**src/sv/gmps_pkg.sv**
```systemverilog
// Shared types and constants for the grid minimum path sum unit.
`timescale 1ns / 1ps
`default_nettype none

package gmps_pkg;

   localparam int COST_W  = 16;
   localparam int COUNT_W = 11;
   localparam int OUT_W   = 27;
   localparam int CSR_INDEX_W = 1;

   typedef enum logic [CSR_INDEX_W-1:0] {
      CSR_COLUMN_COUNT = 1'b0,
      CSR_ROW_COUNT    = 1'b1
   } csr_index_type;

   typedef struct packed {
      logic first_row;
      logic first_col;
      logic last;
   } cell_tag_type;

endpackage

`default_nettype wire

```
**src/sv/gmps_seq.sv**
```systemverilog
// Raster position sequencer that tags each incoming cell with its place in the grid.
`timescale 1ns / 1ps
`default_nettype none

module gmps_seq
   import gmps_pkg::*;
#(
   parameter int MAX_COLUMNS = 1024,
   parameter int MAX_ROWS = 1024,
   parameter int COL_W = 10,
   parameter int ROW_W = 10
) (
   input  wire logic               clock,
   input  wire logic               reset,
   input  wire logic               restart,
   input  wire logic               accept,
   input  wire logic [COUNT_W-1:0] col_cfg,
   input  wire logic [COUNT_W-1:0] row_cfg,
   output logic      [COL_W-1:0]   col,
   output cell_tag_type            tag
);

   logic [COL_W-1:0] col_ff, col_in;
   logic [ROW_W-1:0] row_ff, row_in;
   logic [COL_W-1:0] last_col;
   logic [ROW_W-1:0] last_row;

   always_comb begin
      if (col_cfg == '0) begin
         last_col = '0;
      end else if (32'(col_cfg) > MAX_COLUMNS) begin
         last_col = COL_W'(MAX_COLUMNS - 1);
      end else begin
         last_col = COL_W'(col_cfg - COUNT_W'(1));
      end
      if (row_cfg == '0) begin
         last_row = '0;
      end else if (32'(row_cfg) > MAX_ROWS) begin
         last_row = ROW_W'(MAX_ROWS - 1);
      end else begin
         last_row = ROW_W'(row_cfg - COUNT_W'(1));
      end
   end

   always_comb begin
      tag.first_row = (row_ff == '0);
      tag.first_col = (col_ff == '0);
      tag.last      = (row_ff == last_row) && (col_ff == last_col);
   end

   always_comb begin
      col_in = col_ff;
      row_in = row_ff;
      if (restart) begin
         col_in = '0;
         row_in = '0;
      end else if (accept) begin
         if (col_ff == last_col) begin
            col_in = '0;
            row_in = (row_ff == last_row) ? '0 : row_ff + ROW_W'(1);
         end else begin
            col_in = col_ff + COL_W'(1);
         end
      end
   end

   always_ff @(posedge clock) begin
      if (reset) begin
         col_ff <= '0;
         row_ff <= '0;
      end else begin
         col_ff <= col_in;
         row_ff <= row_in;
      end
   end

   assign col = col_ff;

endmodule

`default_nettype wire

```
**config.mk**
```make
export PLATFORM = sky130hd
export DESIGN_NAME = gmps_seq
export DESIGN_NICKNAME = d
export VERILOG_FILES = /design/src/sv/gmps_pkg.sv /design/src/sv/gmps_seq.sv
export SDC_FILE = /design/constraint.sdc
export NUM_CORES = 1
export LEC_CHECK = 0
export BUFFER_PORTS_ARGS = -buffer_cell sky130_fd_sc_hd__buf_4
export CORE_UTILIZATION = 30
export CTS_CLUSTER_SIZE = 28
export DETAILED_ROUTE_END_ITERATION = 8
export PLACE_DENSITY = 0.52
export SYNTH_ARGS = -nofsm -noshare
export SYNTH_HDL_FRONTEND = slang
export SYNTH_SLANG_ARGS = --single-unit
```
**constraint.sdc**
```tcl
create_clock -name clock -period 5.7 [get_ports clock]
set_input_delay 1.14 -clock clock [delete_from_list [all_inputs] [get_ports clock]]
set_output_delay 1.14 -clock clock [all_outputs]
set_load 0.05 [all_outputs]
```
# ---- After elaboration in Yosys (flattened, before gate mapping)
# Cells that the tools add are included.
dict set report classes {
  n_addsub 4
  magnitude_cmp 2
  eq_ne 2
  n_mux 6
  n_reduce_logical 7
}
# op count
set op_table {}
lappend op_table {{two-way mux 10 bit} 6}
lappend op_table {{greater-than comparator 11 bit, second input constant} 2}
lappend op_table {{logical NOT 11 bit} 2}
lappend op_table {{adder 10 x 1 -> 10 bit, second input constant} 2}
lappend op_table {{equality test 10 bit} 2}
lappend op_table {{logical NOT 10 bit} 2}
lappend op_table {{subtractor 10 x 1 -> 10 bit, second input constant} 2}
lappend op_table {{AND reduction 2 bit} 1}
lappend op_table {{OR reduction 2 bit} 1}
lappend op_table {{logical AND 1 bit} 1}
dict set report totals {
  regBits 20
  in_bits 26
  elab_cells 23
}

# ---- Depth between registers and ports, before layout
# Gate-level depths: netlist of the first run.
dict set report depth {
  depth_word 5
  depth_mapped 11
  ltp_nobuf 10
}

# ---- Worst setup path after synthesis of the first run
# Ideal clock, no wire load.
dict set report synth_timing {
  kind {input-to-output}
  start {input col_cfg[0]}
  end {output tag[0] (netlist bit)}
  arrival_time_ns 3.683
  slack_ns 0.877
  path_stages 10
  n_path_buf 1
  cell_sequence {inv_1 ha_1 or4b_1 buf_2 nor4b_2 o31a_1 o32ai_2 nor4_4 nand2_1 nor2_1}
}
# element line
set synth_lines {}
lappend synth_lines {{from (decl)} gmps_seq.sv:17} ;# input wire logic [COUNT_W-1:0] col_cfg,
lappend synth_lines {{to (decl)} gmps_seq.sv:20} ;# output cell_tag_type tag

==> flow_results.xml, run 1 <==
<?xml version="1.0" encoding="UTF-8"?>
<metrics>
  <group name="status">
    <metric name="status" unit="">finished, final reports clean</metric>
  </group>
  <group name="yosys">
    <metric name="synth.net_count" unit="">328</metric>
    <metric name="synth.cell_area" unit="mm²">0.00218</metric>
    <metric name="yosys.area.top_type" unit="">dfxtp_1</metric>
    <metric name="yosysSeqAreaShare" unit="%">18.4</metric>
    <metric name="synth.area.top_cells" unit="">dfxtp_1 18%, nor2_1 4.8%, xor2_1 4.8%</metric>
    <metric name="yosys.area.top_type_share" unit="%">18.4</metric>
    <metric name="yosys_warnings" unit="">0</metric>
    <metric name="postSynthAreaPerCell" unit="µm²">7.37</metric>
    <metric name="synth.distinct_cells" unit="">68</metric>
    <metric name="synth_top_flop_cell" unit="">dfxtp_1</metric>
    <metric name="share_of_synthesized_flip_flops_with_an_asynchronous_set_or_reset" unit="%">0</metric>
    <metric name="syn_inst" unit="">296</metric>
    <metric name="synth_edf_count" unit="">0</metric>
    <metric name="synth.ff_latch_count" unit="">20</metric>
  </group>
  <group name="timing">
    <metric name="fin_crit_sh" unit="%">86.7</metric>
    <metric name="report.final.slew_viol_count" unit="">0</metric>
    <metric name="setup-tns-final" unit="ns">0</metric>
    <metric name="timing.final.hold_violations" unit="">0</metric>
    <metric name="maxClockFrequency" unit="GHz">0.202</metric>
    <metric name="grt_setup_unrepaired" unit="">false</metric>
    <metric name="worst_slew_margin_rel" unit="%">54.8</metric>
    <metric name="setup_viol_count_final" unit="">0</metric>
    <metric name="postLayoutSetupSlackWorst" unit="ns">0.756</metric>
    <metric name="worst_clock_skew" unit="ns">0.00571</metric>
    <metric name="worst_pin_slew" unit="ns">0.673</metric>
    <metric name="finalWorstPathRequiredPeriod" unit="ns">4.94</metric>
  </group>
  <group name="worst_hold_path">
    <metric name="worstHoldPathType" unit="">register to register</metric>
    <metric name="holdPathStages" unit="">2</metric>
    <metric name="holdCritStartpoint" unit="">row_ff[9]$_SDFFE_PP0P_</metric>
    <metric name="holdPathEnd" unit="">row_ff[9]$_SDFFE_PP0P_</metric>
  </group>
  <group name="floorplan">
    <metric name="die_area" unit="mm²">0.00761</metric>
    <metric name="effective_utilization_at_floorplan" unit="%">31.6</metric>
    <metric name="chipHeight" unit="µm">87.3</metric>
    <metric name="core_area" unit="mm²">0.00691</metric>
    <metric name="ios" unit="">39</metric>
    <metric name="chipWidth" unit="µm">87.3</metric>
    <metric name="rows" unit="">30</metric>
  </group>
  <group name="setup_path">
    <metric name="critical-path-slowest-cell" unit="">or4b_1</metric>
    <metric name="crit_path_frequent_cell" unit="">buf_4</metric>
    <metric name="regToRegEndpoint" unit="">row_ff[8]$_SDFFE_PP0P_</metric>
    <metric name="critical_path.startpoint_type" unit="">input pin</metric>
    <metric name="critPathMaxFanout" unit="">9</metric>
    <metric name="max_stage_delay" unit="ns">0.66</metric>
    <metric name="arrival_time_of_data_at_the_critical_path_endpoint" unit="ns">3.80</metric>
    <metric name="r2r_start" unit="">col[0]$_SDFFE_PP0P_</metric>
    <metric name="worst-r2r-setup-slack" unit="ns">3.09</metric>
    <metric name="critical_path_class" unit="">input pin to output pin</metric>
    <metric name="critical_path.cell_chain" unit="">buf_4 &gt; inv_1 &gt; ha_1 &gt; or4b_1 &gt; o41ai_1 &gt; nand4_1 &gt; xor2_1 &gt; nor4_4 &gt; nand2_1 &gt; nor2_1 &gt; buf_4</metric>
    <metric name="reg2regPathDepth" unit="">8</metric>
    <metric name="timing.critical_path.required" unit="ns">4.56</metric>
    <metric name="type_of_destination_of_the_critical_path" unit="">output pin</metric>
  </group>
  <group name="clock_network">
    <metric name="cts_h_tree_lvls" unit="">1</metric>
    <metric name="clock_latency_reported_for_the_late_side_of_the_worst_skew_pair" unit="ns">0.27</metric>
    <metric name="postCtsResizedCells" unit="">0</metric>
    <metric name="max-clock-path-buffers" unit="">2</metric>
    <metric name="total_clock_sinks" unit="">20</metric>
    <metric name="tritoncts" unit="">done</metric>
    <metric name="worst_setup_hold_path_clk_slew" unit="ns">0.08</metric>
    <metric name="cts.root.buffer_cell" unit="">clkbuf_8</metric>
    <metric name="cts_buffers" unit="">3</metric>
    <metric name="cts_hold_buffers" unit="">0</metric>
    <metric name="postCtsSetupRepairBufs" unit="">0</metric>
  </group>
  <group name="grt">
    <metric name="grt_antenna_before_repair" unit="">0</metric>
    <metric name="grt_start_max_net_pins" unit="">19</metric>
    <metric name="grt.overflow.total" unit="">0</metric>
    <metric name="grt_pass1_wl" unit="µm">10300</metric>
    <metric name="grt_usage" unit="%">16.9</metric>
    <metric name="first_global_vias" unit="">2165</metric>
  </group>
  <group name="route">
    <metric name="drt_iter0_markers" unit="">173</metric>
    <metric name="route.vias.total" unit="">2409</metric>
    <metric name="ant_nets" unit="">0</metric>
    <metric name="drt_first_pass_iters" unit="">5</metric>
    <metric name="post_drt_wl_per_cell" unit="µm">15.1</metric>
    <metric name="via_per_inst" unit="">5.75</metric>
    <metric name="route.final.wire_length" unit="µm">6310</metric>
    <metric name="number_of_remaining_drc_errors" unit="">0</metric>
  </group>
  <group name="placement">
    <metric name="place_hpwl" unit="µm">4800</metric>
    <metric name="place_congestion" unit="">0.845</metric>
    <metric name="place.port_buffers" unit="">38</metric>
    <metric name="place_inst" unit="">415</metric>
    <metric name="dp_worst_setup_slack" unit="ns">0.787</metric>
  </group>
  <group name="finish">
    <metric name="layout.filler_cells" unit="">767</metric>
    <metric name="drive_gt1_share" unit="%">17.3</metric>
    <metric name="finish.net_count" unit="">356</metric>
    <metric name="util_after_layout" unit="%">37.4</metric>
    <metric name="area.growth.synth_to_final" unit="%">18.4</metric>
    <metric name="final_cell_count_without_fillers" unit="">419</metric>
    <metric name="num_antenna_cells" unit="">0</metric>
  </group>
  <group name="pwr">
    <metric name="power-per-cell-area" unit="mW/mm²">130</metric>
    <metric name="ir_worst_vdd" unit="µV">94.6</metric>
    <metric name="static-leakage-power" unit="µW">0.000890</metric>
  </group>
  <group name="flow_run">
    <metric name="max_cap_violations" unit="">0</metric>
  </group>
</metrics>
==> layer usage <==
layer  routed length [µm]  global-route usage, %  up-vias
li1                     -                      -     1183
met1                 3130                   24.4     1139
met2                 2770                   26.5       78
met3                  334                   1.90        9
met4                   77                   4.32        0
met5                    0                      0        -
==> registers in the layout, indices dropped and copies added (netlist names) <==
| name | flops |
|---|---|
| col | 10 |
| row_ff | 10 |
==> synthesized netlist by cell type (2+ instances only) <==
master	count
nor2_1	28
nand2_1	22
dfxtp_1	20
inv_1	16
a21oi_1	12
clkbuf_1	12
o21ai_0	12
xor2_1	12
or3_1	11
or4_1	11
nand3_1	10
nor3_1	10
nand4_1	9
nor4_1	8
o31ai_1	8
and3_1	7
ha_1	6
a31oi_1	5
nand2b_1	5
o31a_1	4
xnor2_1	4
mux2i_1	3
nor3b_1	3
o21a_1	3
or2_2	3
a211oi_1	2
a22oi_1	2
a311oi_1	2
buf_2	2
nand3b_1	2
nor2b_1	2
nor4b_1	2
nor4b_2	2
o2111ai_1	2
==> worst max-delay path, delay by kind of cell <==
family | cells | cell delay [ns]
simple gates | 5 | 1.38
fa+ha+maj | 1 | 0.23
xor+xnor | 1 | 0.21
buf+inv | 3 | 0.40
compound gates | 1 | 0.43
==> kinds of logic (layout without fill, tap and decap cells) <==
family,count (synthesis),after routing,share of synthesized area (%)
and+or+nand+nor,145,145,38.9
adders and majority gates,6,6,3.44
DFF,20,20,18.4
buffers and inverters,31,58,5.45
xor gates and xnor gates,16,16,6.43
muxes,4,4,1.89
AOI/OAI and AO/OA,74,74,25.5
==> cells in the final DEF (no fill, tap or decap), types with 9 or more instances in the layout <==
master   instances
or3_1           11
inv_1           16
or4_1           11
xor2_1          12
nand3_1         10
nand4_1          9
nor3_1          10
buf_4           38
o21ai_0         12
nor2_1          28
dfxtp_1         20
a21oi_1         12
nand2_1         22
==> cell type report <==
class	count	area [µm²]	area share, %
multi-input combinational	245	1660	64.3
sequential	20	400	15.5
timing repair buffer	38	285	11.0
tap	96	120	4.65
inverter	16	60.1	2.33
clock buffer	4	55.1	2.13
==> through the flow <==
| step | hold slack [ns] | total power, µW | instance area, µm² |
|---|---|---|---|
| 2_1_floorplan | 0.484 | 192 | 2180 |
| 3_3_place_gp | 0.523 | 225 | 2530 |
| 3_5_place_dp | 0.540 | 224 | 2530 |
| 4_1_cts | 0.552 | 336 | 2580 |
| 5_1_grt | 0.568 | 354 | 2580 |
| 6_report | 0.541 | 335 | 2580 |
==> report_power, final <==
group / internal (µW) / leakage (µW) / switching (µW) / total (µW)
Combinational: 32.8 / 0.000700 / 48.0 / 80.7
Sequential: 140 / 0.000161 / 1.47 / 142
Clock: 61.6 / 0.0000288 / 50.8 / 112
Total: 234 / 0.000890 / 100 / 335
==> how the worst max path moves through the flow <==
| stage | startpoint | endpoint | cells after the start |
|---|---|---|---|
| global placement | col_cfg[0] | tag[0] | 11 |
| floorplan | col_cfg[0] | tag[0] | 10 |
| finish | col_cfg[0] | tag[0] | 11 |
| CTS | col_cfg[0] | tag[0] | 11 |
| global route | col_cfg[0] | tag[0] | 11 |
| detailed placement | col_cfg[0] | tag[0] | 11 |
(Power assumes the default switching activity.)
==> run 2, diff against run 1 <==
--- a/config.mk
+++ b/config.mk
@@ -10,6 +10,7 @@
 export CTS_CLUSTER_SIZE = 28
 export DETAILED_ROUTE_END_ITERATION = 8
 export PLACE_DENSITY = 0.52
+export RECOVER_POWER = 50
 export SYNTH_ARGS = -nofsm -noshare
 export SYNTH_HDL_FRONTEND = slang
 export SYNTH_SLANG_ARGS = --single-unit
==> run 2 against run 1 <==
  * Routed wire length shrank 0.89%
  * Highest routed layer unchanged
  * Critical path depth is the same
  * Critical endpoint unchanged
  * Cell area shrank 2.1%
  * Sequential share of layout area grew 0.33 points
  * Largest cell class unchanged
  * Flip-flop and latch count is the same
  * Count of clock-buffer cells in the layout unchanged
  * Clock skew grew 0.00054 ns
  * Setup slack lost 0.058 ns
  * Global-route usage unchanged
==> flow_results.xml, run 2 (same netlist as run 1, synthesis figures left out) <==
<?xml version="1.0" encoding="UTF-8"?>
<metrics>
  <group name="status">
    <metric name="status" unit="">finished, final reports clean</metric>
  </group>
  <group name="floorplan">
    <metric name="chipHeight" unit="µm">87.3</metric>
    <metric name="rows" unit="">30</metric>
    <metric name="chipWidth" unit="µm">87.3</metric>
    <metric name="effective_utilization_at_floorplan" unit="%">31.6</metric>
    <metric name="core_area" unit="mm²">0.00691</metric>
    <metric name="die_area" unit="mm²">0.00761</metric>
    <metric name="ios" unit="">39</metric>
  </group>
  <group name="setup_path">
    <metric name="type_of_destination_of_the_critical_path" unit="">output pin</metric>
    <metric name="critical-path-slowest-cell" unit="">or4b_1</metric>
    <metric name="max_stage_delay" unit="ns">0.66</metric>
    <metric name="critical_path.cell_chain" unit="">clkbuf_1 &gt; inv_1 &gt; ha_1 &gt; or4b_1 &gt; o41ai_1 &gt; nand4_1 &gt; xor2_1 &gt; nor4_4 &gt; nand2_1 &gt; nor2_1 &gt; buf_4</metric>
    <metric name="timing.critical_path.to" unit="">tag[0]</metric>
    <metric name="worst-r2r-setup-slack" unit="ns">3.01</metric>
    <metric name="r2r_start" unit="">col[0]$_SDFFE_PP0P_</metric>
    <metric name="arrival_time_of_data_at_the_critical_path_endpoint" unit="ns">3.86</metric>
    <metric name="timing.critical_path.required" unit="ns">4.56</metric>
    <metric name="critPathMaxFanout" unit="">9</metric>
    <metric name="critical_path.startpoint" unit="">col_cfg[0]</metric>
    <metric name="critical_path_class" unit="">input pin to output pin</metric>
    <metric name="critical_path.startpoint_type" unit="">input pin</metric>
    <metric name="reg2regPathDepth" unit="">8</metric>
    <metric name="regToRegEndpoint" unit="">row_ff[5]$_SDFFE_PP0P_</metric>
  </group>
  <group name="grt">
    <metric name="grt.overflow.total" unit="">0</metric>
    <metric name="grt_usage" unit="%">16.9</metric>
    <metric name="grt_start_max_net_pins" unit="">19</metric>
    <metric name="first_global_vias" unit="">2165</metric>
    <metric name="grt_antenna_before_repair" unit="">0</metric>
    <metric name="grt_pass1_wl" unit="µm">10300</metric>
  </group>
  <group name="clock_network">
    <metric name="max-clock-path-buffers" unit="">2</metric>
    <metric name="total_clock_sinks" unit="">20</metric>
    <metric name="cts_buffers" unit="">3</metric>
    <metric name="worst_setup_hold_path_clk_slew" unit="ns">0.08</metric>
    <metric name="cts.root.buffer_cell" unit="">clkbuf_8</metric>
    <metric name="cts_h_tree_lvls" unit="">1</metric>
    <metric name="cts_hold_buffers" unit="">0</metric>
    <metric name="tritoncts" unit="">done</metric>
    <metric name="postCtsResizedCells" unit="">0</metric>
    <metric name="clock_latency_reported_for_the_late_side_of_the_worst_skew_pair" unit="ns">0.27</metric>
    <metric name="postCtsSetupRepairBufs" unit="">0</metric>
  </group>
  <group name="pwr">
    <metric name="pwr-share-seq" unit="%">42.5</metric>
    <metric name="net-switching-power" unit="µW">99.9</metric>
    <metric name="static-leakage-power" unit="µW">0.000837</metric>
    <metric name="pwr-share-clk" unit="%">33.7</metric>
    <metric name="internal_pwr_total" unit="µW">233</metric>
    <metric name="ir_worst_vdd" unit="µV">91.9</metric>
    <metric name="netSwitchingFraction" unit="%">30.0</metric>
    <metric name="power-per-cell-area" unit="mW/mm²">132</metric>
    <metric name="p_comb_share" unit="%">23.8</metric>
  </group>
  <group name="finish">
    <metric name="num_antenna_cells" unit="">0</metric>
    <metric name="area.growth.synth_to_final" unit="%">15.9</metric>
    <metric name="finish.net_count" unit="">356</metric>
    <metric name="top_library_cells_by_usage_in_the_layout_fill_and_taps_aside" unit="">28 x nor2_1, 25 x buf_4, 22 x nand2_1, 20 x dfxtp_1, 16 x inv_1</metric>
    <metric name="drive_gt1_share" unit="%">13.0</metric>
    <metric name="layout_commonest_cell" unit="">nor2_1</metric>
    <metric name="final_cell_count_without_fillers" unit="">419</metric>
  </group>
  <group name="route">
    <metric name="via_per_inst" unit="">5.68</metric>
    <metric name="route.vias.total" unit="">2382</metric>
    <metric name="ant_nets" unit="">0</metric>
    <metric name="drt_iter0_markers" unit="">171</metric>
    <metric name="drt_first_pass_iters" unit="">5</metric>
    <metric name="post_drt_wl_per_cell" unit="µm">14.9</metric>
    <metric name="route.final.wire_length" unit="µm">6260</metric>
    <metric name="number_of_remaining_drc_errors" unit="">0</metric>
  </group>
  <group name="timing">
    <metric name="worst_clock_skew" unit="ns">0.00626</metric>
    <metric name="worst_slew_margin_rel" unit="%">54.6</metric>
    <metric name="timing.final.hold_violations" unit="">0</metric>
    <metric name="grt_setup_unrepaired" unit="">false</metric>
    <metric name="fin_crit_sh" unit="%">87.8</metric>
    <metric name="report.final.slew_viol_count" unit="">0</metric>
    <metric name="worst_pin_slew" unit="ns">0.676</metric>
    <metric name="setup_viol_count_final" unit="">0</metric>
    <metric name="maxClockFrequency" unit="GHz">0.200</metric>
    <metric name="setup-tns-final" unit="ns">0</metric>
    <metric name="postLayoutSetupSlackWorst" unit="ns">0.698</metric>
    <metric name="finalWorstPathRequiredPeriod" unit="ns">5.00</metric>
  </group>
  <group name="flow_run">
    <metric name="max_cap_violations" unit="">0</metric>
  </group>
  <group name="placement">
    <metric name="place_inst" unit="">415</metric>
    <metric name="place.port_buffers" unit="">38</metric>
    <metric name="place_hpwl" unit="µm">4800</metric>
    <metric name="dp_worst_setup_slack" unit="ns">0.787</metric>
    <metric name="place_congestion" unit="">0.845</metric>
  </group>
  <group name="worst_hold_path">
    <metric name="worstHoldPathType" unit="">register to register</metric>
  </group>
</metrics>
[run 2: cell count changes in the layout (fill, tap and decap cells not counted), sizes merged]
| cell | before | now |
|---|---|---|
| buf | 38 | 25 |
| clkbuf | 4 | 17 |
[run 2: per-layer routing]
metal / up-vias / track usage, % / part of all wire (%)
met5: - / 0 / 0
li1: 1183 / - / -
met3: 7 / 1.90 / 5.5
met1: 1109 / 24.4 / 50
met2: 83 / 26.5 / 44
met4: 0 / 4.32 / 1.0
[run 2: worst min-delay path by stage]
stage / to / slack, ns / from / cells after the start
2_1_floorplan: row_ff[9]$_SDFFE_PP0P_ / 0.48 / row_ff[9]$_SDFFE_PP0P_ / 2
3_3_place_gp: row_ff[9]$_SDFFE_PP0P_ / 0.52 / row_ff[9]$_SDFFE_PP0P_ / 2
3_5_place_dp: row_ff[9]$_SDFFE_PP0P_ / 0.54 / row_ff[9]$_SDFFE_PP0P_ / 2
4_1_cts: row_ff[9]$_SDFFE_PP0P_ / 0.55 / row_ff[9]$_SDFFE_PP0P_ / 2
5_1_grt: row_ff[9]$_SDFFE_PP0P_ / 0.57 / row_ff[9]$_SDFFE_PP0P_ / 2
6_report: row_ff[9]$_SDFFE_PP0P_ / 0.54 / row_ff[9]$_SDFFE_PP0P_ / 2
[run 2: critical path, delay by kind of cell]
family,cells,cell delay (ns)
buffers and inverters,3,0.46
XOR/XNOR,1,0.22
AO/OA/AOI/OAI,1,0.43
adder cells (fa/ha/maj),1,0.23
AND/OR/NAND/NOR,5,1.37
[run 2: power by group through the flow]
stage | registers [µW] | clock network (µW) | logic, µW
floorplan | 146 | 0 | 45.7
global placement | 145 | 0 | 79.9
detailed placement | 145 | 0 | 79.6
CTS | 142 | 114 | 80.1
global route | 142 | 123 | 87.3
finish | 142 | 112 | 79.3
[run 2: metrics by stage]
stage / hold WS (ns) / total power, µW / cell area [µm²] / util, %
2_1_floorplan: 0.484 / 192 / 2180 / -
4_1_cts: 0.552 / 336 / 2580 / 37.4
6_report: 0.542 / 333 / 2530 / 36.6
5_1_grt: 0.568 / 352 / 2530 / 36.6
3_3_place_gp: 0.523 / 225 / 2530 / 36.6
3_5_place_dp: 0.540 / 224 / 2530 / 36.6
[run 2: area by class of cell]
type                    instances  area, µm²
inverters                      16       60.1
fillers                       781       4380
clock buffers                   4       55.1
flip-flops and latches         20        400
repair buffers                 38        236
multi-input cells             245       1660
well taps                      96        120
